--- config.mk ---
export PLATFORM = sky130hd
export DESIGN_NAME = xxh32_out
export DESIGN_NICKNAME = d
export VERILOG_FILES = /design/src/rtl/xxh32_out.sv
export SDC_FILE = /design/constraint.sdc
export NUM_CORES = 1
export LEC_CHECK = 0
export BUFFER_PORTS_ARGS = -buffer_cell sky130_fd_sc_hd__buf_4
export CAP_MARGIN = 0
export CORE_UTILIZATION = 39
export CTS_CLUSTER_DIAMETER = 150
export DETAILED_ROUTE_END_ITERATION = 6
export PLACE_DENSITY = 0.86
export SYNTH_ARGS = -nofsm -noshare
export SYNTH_HDL_FRONTEND = slang
export SYNTH_SLANG_ARGS = --single-unit
--- constraint.sdc ---
create_clock -name clk -period 2.64 [get_ports clk]
set_input_delay 0.528 -clock clk [delete_from_list [all_inputs] [get_ports clk]]
set_output_delay 0.528 -clock clk [all_outputs]
set_load 0.03 [all_outputs]
--- src/rtl/xxh32_out.sv ---
// result queue between the core and the out_ ports
`timescale 1ns / 1ps
module xxh32_out (
  input  logic        clk,
  input  logic        rst_n,
  input  logic        res_valid,
  input  logic [31:0] res_hash,
  output logic        res_take,
  output logic        out_empty,
  input  logic        out_pop,
  output logic [31:0] out_hash_value
);
  logic        full_r;
  logic [31:0] hash_r;

  assign out_empty      = !full_r;
  assign out_hash_value = hash_r;
  assign res_take       = res_valid && (!full_r || out_pop);

  always_ff @(posedge clk) begin
    if (res_take) hash_r <= res_hash;
    if (!rst_n) full_r <= 1'b0;
    else if (res_take) full_r <= 1'b1;
    else if (out_pop) full_r <= 1'b0;
  end
endmodule

# ---- Word-level counts from Yosys, hierarchy flattened
# Index checks and enable logic that the tools add are counted.
dict set report word_totals {
  register_bits 33
  word_cells 8
}
dict set report op_classes {
  reduce_logical 4
  n_mux 2
}
# cell count
set op_table {}
lappend op_table {{$mux W1} 2}
lappend op_table {{$reduce_bool A2 Y1} 1}
lappend op_table {{$logic_and A1 B1 Y1} 1}
lappend op_table {{$logic_not A1 Y1} 1}
lappend op_table {{$logic_or A1 B1 Y1} 1}

# ---- Longest topological paths before layout
dict set report logic_depth {
  word_depth 4
  mapped_depth 2
  depth_no_buf 2
}

# ---- Least setup slack after synthesis
# No wires, ideal clock.
dict set report synth_path {
  kind {in2out}
  startpoint {in out_pop}
  endpoint {out res_take}
  path_slack_ps -266
  t_arrival_ps 2378
  t_required_ps 2112
  cell_stages 2
  path_cell_list {nor2b_4 > nor2b_1}
}
dict set report synth_via {
  elab_chain_len 2
}
# item line
set synth_rtl {}
lappend synth_rtl {{start: declaration} 10} ;# input logic out_pop,
lappend synth_rtl {{$logic_or A1 B1 Y1} 18} ;# assign res_take = res_valid && (!full_r || out_pop);
lappend synth_rtl {{$logic_and A1 B1 Y1} 18}
lappend synth_rtl {{end: declaration} 8} ;# output logic res_take,
# Every way passes these cells.

# ---- Worst setup path after layout
dict set report layout_path {
  startpoint {reg full_r}
  endpoint {out res_take}
}
dict set report layout_via {
  elab_chain_len 3
}
# item line
set layout_rtl {}
lappend layout_rtl {{start: declaration} 13} ;# logic full_r;
lappend layout_rtl {{start signal: assignment} 22} ;# if (!rst_n) full_r <= 1'b0;
lappend layout_rtl {{start signal: assignment} 23} ;# else if (res_take) full_r <= 1'b1;
lappend layout_rtl {{start signal: assignment} 24} ;# else if (out_pop) full_r <= 1'b0;
lappend layout_rtl {{$logic_not A1 Y1} 18}
lappend layout_rtl {{$logic_or A1 B1 Y1} 18}
lappend layout_rtl {{$logic_and A1 B1 Y1} 18}
# Every way passes these cells.

==> summary.txt <==
CTS
  • Clock tree from TritonCTS: built
  • CTS root buf: clkbuf_4
  • Setup Buffers After CTS: 0
  • CTS Buffer Depth: 2
  • Worst-path clk slew: around 0.09 ns
  • Clock sinks: 33
  • Num CTS Buffers: 5
  • Hold-fix buffers, CTS: 0
  • PostCTS Resize Cnt: 0
  • H-tree depth: 2
  • Clk Latency, worst-skew pair: approximately 0.31 ns

Timing
  • Slew margin rel.: around three quarters
  • Total negative slack: 0 ns
  • Period utilization: 59.7%
  • Worst Setup Slack, final: about 1.1 ns
  • RSZ-0062 raised after global routing: no
  • Final setup fails: 0
  • Layout Skew: roughly 0.0063 ns
  • Max-slew violation count: 0
  • Tightest Pin Transition: roughly 0.38 ns
  • Post-layout min period: 1.58 ns
  • F_max: 635 MHz
  • Final hold viol count: 0

Yosys
  • Mapped Nets: 73
  • Post-synthesis sequential area ratio: between 90% and 100%
  • Synth top area cells: edfxtp_1, dfxtp_1, nor2b_4
  • Mapped Cells: 37
  • Largest area contributor in the netlist: edfxtp_1
  • Post-synthesis register bit count: 33
  • Yosys warning total: 0
  • Library cells used by synthesis: 6
  • Synth Cell Area: around 1000 um^2
  • Mean Syn Cell Area: about 27 um^2
  • Top-area cell type share of the netlist area: approximately 95%

Power and ir drop
  • LEAKAGE: approximately 0.71 nW
  • Net load switching power: around 250 uW
  • Peak VDD IR: a little under 0.5 mV
  • Switching Share: between 20% and 30%
  • Overall Power: between 1 and 1.5 mW
  • Power per cell area: between 600 and 700 nW/um^2
  • Internal Pwr Total: 908 uW
  • Gate power share: around 14%
  • Clock Power Share: between 30% and 40%
  • Flop pwr share: 53.6%

Die
  • I/O Pins: 70
  • Die Y: about 53 um
  • Starting Density: 41.2%
  • Rows: 18
  • Die width: roughly 53 um
  • Die area: about 2800 um^2
  • Core area: between 2000 and 2500 um^2

Finish
  • Fillers: 162
  • Post-layout util: 67.7%
  • Fin cells: 145
  • # diodes: 0
  • Layout cells sized above 1: just under 70%
  • Layout Nets: 150
  • P&R area growth vs syn: 64.3%
  • Most common cell after layout, fill and taps aside: buf_4
  • Commonest cells after routing, fill and taps aside: buf_4, edfxtp_1, clkbuf_4

Setup path
  • Setup CP Type: reg -> out
  • WP data arrival: between 1 and 1.5 ns
  • Reg2reg setup slack: 1.36 ns
  • Crit start category: flop
  • Reg2Reg Depth: 3
  • WP data required: between 2 and 2.5 ns
  • Setup crit end kind: primary output
  • CP max FO: 2
  • Worst r2r src: full_r$_SDFFE_PN0P_
  • Critical R2R Capture: out_hash_value[24]$_DFFE_PP_

Global route
  • All-Layer GR Usage: between 10 and 15%
  • Vias in the first global route: 568
  • Antenna violations before repair: 0
  • Largest net degree at the start of global routing: 33
  • Total gr overflow: 0
  • First-pass GRT wire length: 2230 um

Hold path
  • Hold wc startpoint: res_hash[9]
  • Hold Path Class: in -> reg
  • Worst hold endpoint: out_hash_value[9]$_DFFE_PP_
  • Hold Crit Depth: 1

Place
  • Gp weighted congestion: about 0.63
  • Port Buffers: 69
  • Dpl cells: 137
  • Worst slack at placement: around 1.1 ns
  • DPL Wire Length: about 1400 um

Detailed routing
  • Pre-Repair DR Iteration Count: 4
  • Vias: roughly 640
  • Remaining routing DRC violations: 0
  • Post-DR vias/cell: 4.39
  • Post-Route WL: 1830 um
  • Routed WL per cell: between 10 and 15 um
  • Initial drt markers: 3
  • Post-route ant nets: 0

Outcome
  • Outcome: finished, final reports clean

Flow run
  • Maxcap violations: 0
[state kept, by name, indices dropped and copies added, names as in the netlist]
name	cells
full_r	1
out_hash_value	32
[power groups by stage]
stage / clock, mW / sequential, mW / combinational (mW)
after floorplan: 0 / 0.690 / 0.0166
after global placement: 0 / 0.629 / 0.162
after detailed placement: 0 / 0.631 / 0.165
after CTS: 0.386 / 0.619 / 0.165
after global routing: 0.403 / 0.621 / 0.171
final: 0.372 / 0.618 / 0.164
[worst max-delay path, cell delays in order, from the launching register on]
cell and delay (ns):
dfxtp_1 0.32, nor2b_4 0.12, nor2b_2 0.12, buf_4 0.17
[metrics by stage]
| step | instance area [um^2] | hold WS [ns] |
|---|---|---|
| detailed placement | 1580 | 0.597 |
| floorplan | 1010 | 0.573 |
| global placement | 1580 | 0.578 |
| CTS | 1660 | 0.362 |
| global route | 1660 | 0.357 |
| finish | 1660 | 0.384 |
[layout make-up]
| cell class | instances | area, um^2 | share of cell area (%) |
|---|---|---|---|
| Sequential cell | 33 | 981 | 59.0 |
| Timing Repair Buffer | 70 | 526 | 31.6 |
| Clock buffer | 7 | 55.1 | 3.31 |
| Tap cell | 30 | 37.5 | 2.26 |
| Multi-Input combinational cell | 3 | 30.0 | 1.81 |
| Clock inverter | 1 | 30.0 | 1.81 |
| Inverter | 1 | 3.75 | 0.226 |
[cells by family (layout without fill, tap and decap cells)]
family / count (synthesis) / count (layout) / synth area share, %
and+or+nand+nor: 2 / 2 / 1.98
buffers and inverters: 1 / 79 / 0.370
AOI/OAI and AO/OA: 1 / 1 / 0.742
DFF: 33 / 33 / 96.9
[metal layers]
metal,share of wire [%],vias to the layer above,wire length (um),track usage (%)
met1,32,283,590,9.18
met5,0,-,0,0
li1,-,301,-,-
met4,0.71,0,13,7.89
met2,54,51,991,23.0
met3,13,2,230,8.33
[worst max-delay path by stage]
| stage | from | to | depth (start not counted) |
|---|---|---|---|
| 6_report | full_r$_SDFFE_PN0P_ | res_take | 3 |
| 5_1_grt | full_r$_SDFFE_PN0P_ | res_take | 3 |
| 4_1_cts | full_r$_SDFFE_PN0P_ | res_take | 3 |
| 3_5_place_dp | out_pop | out_hash_value[13]$_DFFE_PP_ | 4 |
| 3_3_place_gp | out_pop | res_take | 4 |
| 2_1_floorplan | out_pop | res_take | 2 |
[cells in the mapped netlist]
master,n
inv_1,1
nor2b_1,1
o21a_1,1
nor2b_4,1
dfxtp_1,1
edfxtp_1,32
Note: power is estimated with default switching activity, not from simulation.
