**src/rtl/xxh32_pkg.sv**
```systemverilog
// shared types and constants for the xxhash32 stream hasher
`timescale 1ns / 1ps
package xxh32_pkg;
  localparam logic [31:0] PRIME1 = 32'd2654435761;
  localparam logic [31:0] PRIME2 = 32'd2246822519;
  localparam logic [31:0] PRIME3 = 32'd3266489917;
  localparam logic [31:0] PRIME4 = 32'd668265263;
  localparam logic [31:0] PRIME5 = 32'd374761393;

  typedef struct packed {
    logic [31:0] data_word;
    logic [2:0]  count;
    logic        last_word;
  } xxh32_req_t;

  function automatic logic [31:0] rotl(input logic [31:0] x, input logic [4:0] r);
    logic [63:0] d;
    d = {x, x} << r;
    return d[63:32];
  endfunction
endpackage

```
**src/rtl/xxh32_front.sv**
```systemverilog
// front end: accepts requests, clamps the byte count, queues them for the core
`timescale 1ns / 1ps
module xxh32_front import xxh32_pkg::*; (
  input  logic        clk,
  input  logic        rst_n,
  input  logic        in_push,
  output logic        in_full,
  input  logic [31:0] in_data_word,
  input  logic [2:0]  in_valid_bytes,
  input  logic        in_last_word,
  output logic        q_valid,
  output xxh32_req_t  q_req,
  input  logic        q_take
);
  xxh32_req_t  mem_r [2];
  logic [1:0]  cnt_r;
  logic        wp_r, rp_r;
  logic        push_ok, take_ok;

  assign in_full = cnt_r[1];
  assign push_ok = in_push && !in_full;
  assign q_valid = cnt_r != 2'd0;
  assign take_ok = q_take && q_valid;
  assign q_req   = mem_r[rp_r];

  always_ff @(posedge clk) begin
    if (push_ok) begin
      mem_r[wp_r].data_word <= in_data_word;
      mem_r[wp_r].count     <= (in_valid_bytes > 3'd4) ? 3'd4 : in_valid_bytes;
      mem_r[wp_r].last_word <= in_last_word;
    end
    if (!rst_n) begin
      cnt_r <= '0;
      wp_r  <= 1'b0;
      rp_r  <= 1'b0;
    end else begin
      if (push_ok) wp_r <= ~wp_r;
      if (take_ok) rp_r <= ~rp_r;
      cnt_r <= cnt_r + {1'b0, push_ok} - {1'b0, take_ok};
    end
  end

  assert property (@(posedge clk) disable iff (!rst_n) cnt_r <= 2'd2)
    else $error("queue overflow");
  assert property (@(posedge clk) disable iff (!rst_n) q_req.count <= 3'd4 || !q_valid)
    else $error("count not clamped");
  assert property (@(posedge clk) disable iff (!rst_n)
    (push_ok && !take_ok) |=> cnt_r == $past(cnt_r) + 2'd1)
    else $error("fill count slip");
endmodule

```
**config.mk**
```make
export PLATFORM = sky130hd
export DESIGN_NAME = xxh32_front
export DESIGN_NICKNAME = d
export VERILOG_FILES = /design/src/rtl/xxh32_pkg.sv /design/src/rtl/xxh32_front.sv
export SDC_FILE = /design/constraint.sdc
export NUM_CORES = 1
export LEC_CHECK = 0
export ABC_AREA = 1
export BUFFER_PORTS_ARGS = -buffer_cell sky130_fd_sc_hd__buf_2
export CAP_MARGIN = 20
export CELL_PAD_IN_SITES_DETAIL_PLACEMENT = 1
export CELL_PAD_IN_SITES_GLOBAL_PLACEMENT = 2
export CORE_MARGIN = 2
export CORE_UTILIZATION = 30
export DETAILED_ROUTE_END_ITERATION = 6
export GPL_TIMING_DRIVEN = 0
export HOLD_SLACK_MARGIN = 0.02
export PLACE_DENSITY = 0.73
export SKIP_CTS_REPAIR_TIMING = 1
export SLEW_MARGIN = 20
export SYNTH_ARGS = -nofsm -noshare
export SYNTH_HDL_FRONTEND = slang
export SYNTH_SLANG_ARGS = --single-unit
```
**constraint.sdc**
```tcl
create_clock -name clk -period 6.1 [get_ports clk]
set_input_delay 0.915 -clock clk [delete_from_list [all_inputs] [get_ports clk]]
set_output_delay 0.915 -clock clk [all_outputs]
set_load 0.02 [all_outputs]
```
### After elaboration in Yosys (flattened, before gate mapping)

Memory sizes are Yosys's and may differ from the RTL's. A register that Yosys moved wholly into a read port is not among the register bits.
Cells that the tools add are included.
Widths: inputs -> output; s select.

* bitwise logic cells: 2
* add/subtract/negate cells: 2
* $lt $le $gt $ge: 1
* muxes and demuxes: 5
* reduce and logical (&&, ||, !) cells: 4

Operators by type and width (count)
* $mux 1: 4
* $gt 3x3->1 const B: 1
* $mux 3: 1
* $add 2x1->2: 1
* $logic_and 1x1->1: 2
* $not 1->1: 2
* $reduce_bool 2->1: 1
* $sub 2x1->2: 1
* $logic_not 1->1: 1

* output and inout bits: 38
* memory bits (writable): 72
* bits in registers: 4
* memories kept: 1
* input bits: 40
* word-level logic and storage cells: 18

Memories
* mem_r: words 2, width 36, read ports 1, clocked after Yosys merged registers in 1, write ports 1, RTL line xxh32_front.sv:15 `xxh32_req_t mem_r [2];`

### Depth between registers and ports, before layout

* depth after elaboration: 4
* depth in mapped cells: 9

### Worst setup path before layout

No wires, ideal clock.

* path type: in2reg
* from: input in_push
* to: memory mem_r[0][0] (netlist bit), enable pin
* library setup time: 429 ps
* data arrival time: 2555 ps
* slack: 3115 ps
* data required time: 5671 ps
* path buffers: 0
* stages: 2
* cells stage by stage: nand2_1 > nor2_1

* longest elaborated chain between the ends: 3

RTL lines
* from (decl): RTL line xxh32_front.sv:6 `input logic in_push,`
* $logic_and 1x1->1: RTL line xxh32_front.sv:21 `assign push_ok = in_push && !in_full;`
* $mux 1: RTL line xxh32_front.sv:27 `if (push_ok) begin`
* $mux 1 (implied by the code): RTL line xxh32_front.sv:30 `mem_r[wp_r].last_word <= in_last_word;`
* to (decl): RTL line xxh32_front.sv:15

No other way between the ends.

==> results by group <==
Run status
  • Status: finished, final reports clean

Detailed routing
  • Via count: 1571
  • Via density per instance: 4.18
  • Starting DRT DRC Count: 42
  • 1st-pass router iterations: 4
  • DRC Markers: 0
  • Routed Antenna Nets: 0
  • DRT Wirelength: 5330 um
  • Routed length per instance: 14.2 um

Setup path
  • Cells along the critical path: buf_6 > buf_12 > mux2_4 > buf_2
  • Slowest-stage cell, CP: dfxtp_1
  • FF-to-FF path depth: 4
  • Data arrival time of the critical path: 1.47 ns
  • CP required: 5.18 ns
  • CP max FO: 10
  • Crit start category: flop
  • Setup crit end kind: primary output
  • Buf/Inv on CP: 3
  • R2r endpoint: mem_r[0][14]$_DFFE_PP_
  • R2R Setup Slk: 4.41 ns
  • Largest stage delay, worst path: 0.33 ns
  • FF-to-FF Start: cnt_r[1]$_SDFF_PN0_
  • Cell family with most CP delay: buffers and inverters
  • Crit Path Class: flop to primary output

Global routing
  • Total gr overflow: 0
  • Initial antenna violation count: 0
  • Global-route wire length before repair: 8780 um
  • Vias in the first global route: 1756
  • Largest net degree at the start of global routing: 21
  • Overall routing resource usage: 10.6%

Synthesis
  • Synth area leader: edfxtp_1
  • Synth top area cells: edfxtp_1, mux2_4, dfxtp_1
  • Register bit count reported by yosys: 77
  • Yosys top cell area share: 72.0%
  • Net Count, Synth: 190
  • Register area share after synthesis: 75.3%
  • Cell Area, Synth: 3000 sq um
  • Syn Inst Count: 149
  • Yosys warns: 0
  • Syn avg cell area: 20.2 sq um
  • Yosys cell types: 18

Floorplanning
  • Rows: 36
  • IO Pins: 78
  • DIE WIDTH: 104 um
  • Total core area: 9730 sq um
  • Die area: 10800 sq um
  • Starting Density: 30.9%
  • Die height: 104 um

Worst hold path
  • Hold path start: rp_r$_SDFFE_PN0P_
  • Class of the worst hold path: flop to flop
  • Hold Crit Depth: 2

Final layout
  • NumNets Final: 280
  • Core Util, Final: 39.1%
  • Share of layout cells above drive strength 1: 55.6%
  • Inserted Diodes: 0
  • Area Growth Syn to Fin: 26.7%

Clock network
  • # clock sinks: 77
  • Root Buffer: clkbuf_8
  • H-tree depth: 3
  • CTS tree: done
  • TritonCTS Buffers: 9
  • Worst-Skew Late Latency: 0.33 ns
  • Longest Clk Path Bufs: 2
  • Clock-pin slew on the worst setup and hold paths: 0.08 ns

Timing
  • Final min period: 2.39 ns
  • Max Clk Rate: 418 MHz
  • Fin. max-slew vios: 0
  • Relative slew slack: 60.7%
  • RSZ-0062 raised after global routing: false
  • Slew @ Worst Pin: 0.588 ns
  • Final setup violation count: 0
  • Hold Fails Final Rpt: 0
  • Clock skew: 0.00858 ns
  • Tcrit/Tclk final: 39.2%
  • Total negative setup slack: 0 ns

Placed design
  • Hpwl dp: 3810 um
  • Port Buffer Count: 77
  • Final Wtd Congestion: 0.704

Power and ir drop
  • Peak supply drop: 0.000179 V
  • Power Dens Cells: 395 nW/um^2
  • Static Leakage: 1.50 nW

Job
  • Max-Cap Viols: 0
[report_power, final]
group | internal [W] | switching (W) | total [W]
Sequential | 0.000664 | 0.0000207 | 0.000685
Clock | 0.000185 | 0.000173 | 0.000358
Combinational | 0.000211 | 0.000250 | 0.000461
[cell usage in the layout (no fill, tap or decap), drive strengths merged]
cell / Yosys / final
clkinv: 0 / 4
nand3: 1 / 1
a21oi: 4 / 4
edfxtp: 72 / 72
buf: 4 / 83
bufinv: 0 / 1
o21a: 1 / 1
dfxtp: 5 / 5
clkbuf: 1 / 11
nand4: 1 / 1
o21ai: 2 / 2
ha: 1 / 1
mux2: 36 / 36
nor2: 5 / 5
xor2: 1 / 1
inv: 9 / 9
nand2: 6 / 6
[metrics by stage]
stage	setup WS [ns]	area [sq um]	power (W)	instances	hold WS [ns]
floorplan	3.12	3000	0.00102	149	0.447
global placement	2.05	3550	0.00114	359	0.457
global route	3.61	3800	0.00159	376	0.528
CTS	3.66	3800	0.00154	376	0.506
finish	3.71	3800	0.00150	376	0.497
detailed placement	3.78	3620	0.00117	361	0.492
[cells by family after synthesis]
family | after synthesis | synth area share [%]
flops | 77 | 75.3
compound gates | 7 | 1.25
mux | 36 | 17.2
simple gates | 13 | 1.83
fa+ha+maj | 1 | 0.417
xor+xnor | 1 | 0.292
buf+inv | 14 | 3.62
[sequential cells by signal (all words and copies together), names as in the netlist, named ones only]
signal	cells
cnt_r	2
rp_r	1
wp_r	1
mem_r	72
[routing by layer]
layer  part of all wire (%)  vias to the layer above  track usage [%]
li1                       -                      741                -
met1                     41                      773             11.8
met2                     52                       48             18.3
met3                    5.0                        9             3.13
met4                    1.7                        0             5.50
met5                      0                        -                0
[Yosys cell counts, drive strengths merged]
cell	n
edfxtp	72
mux2	36
inv	9
nand2	6
dfxtp	5
nor2	5
a21oi	4
buf	4
o21ai	2
clkbuf	1
ha	1
nand3	1
nand4	1
o21a	1
xor2	1
[worst reg2reg max path, cell delays in order (launching register included)]
cell,delay [ns]
dfxtp_1,0.33
inv_1,0.10
nand2_1,0.19
nor2_4,0.52
buf_16,0.24
[layout make-up]
cell class / instances / area (sq um)
inverter: 9 / 33.8
multi-input combinational: 58 / 647
buffer: 5 / 75.1
timing repair buffer: 79 / 440
fill: 1026 / 5920
sequential: 77 / 2260
clock inverter: 5 / 52.6
tap: 133 / 166
clock buffer: 10 / 128
[how the worst max path moves through the flow]
stage,cells past startpoint,startpoint,slack (ns),endpoint
floorplan,2,in_push,3.12,mem_r[0][0]$_DFFE_PP_
global route,4,flop,3.61,q_req[7]
global placement,3,in_push,2.05,mem_r[1][12]$_DFFE_PP_
finish,4,flop,3.71,q_req[20]
CTS,4,flop,3.66,q_req[9]
detailed placement,4,in_push,3.78,mem_r[1][13]$_DFFE_PP_
No activity file was read; power rests on OpenSTA's default activity.
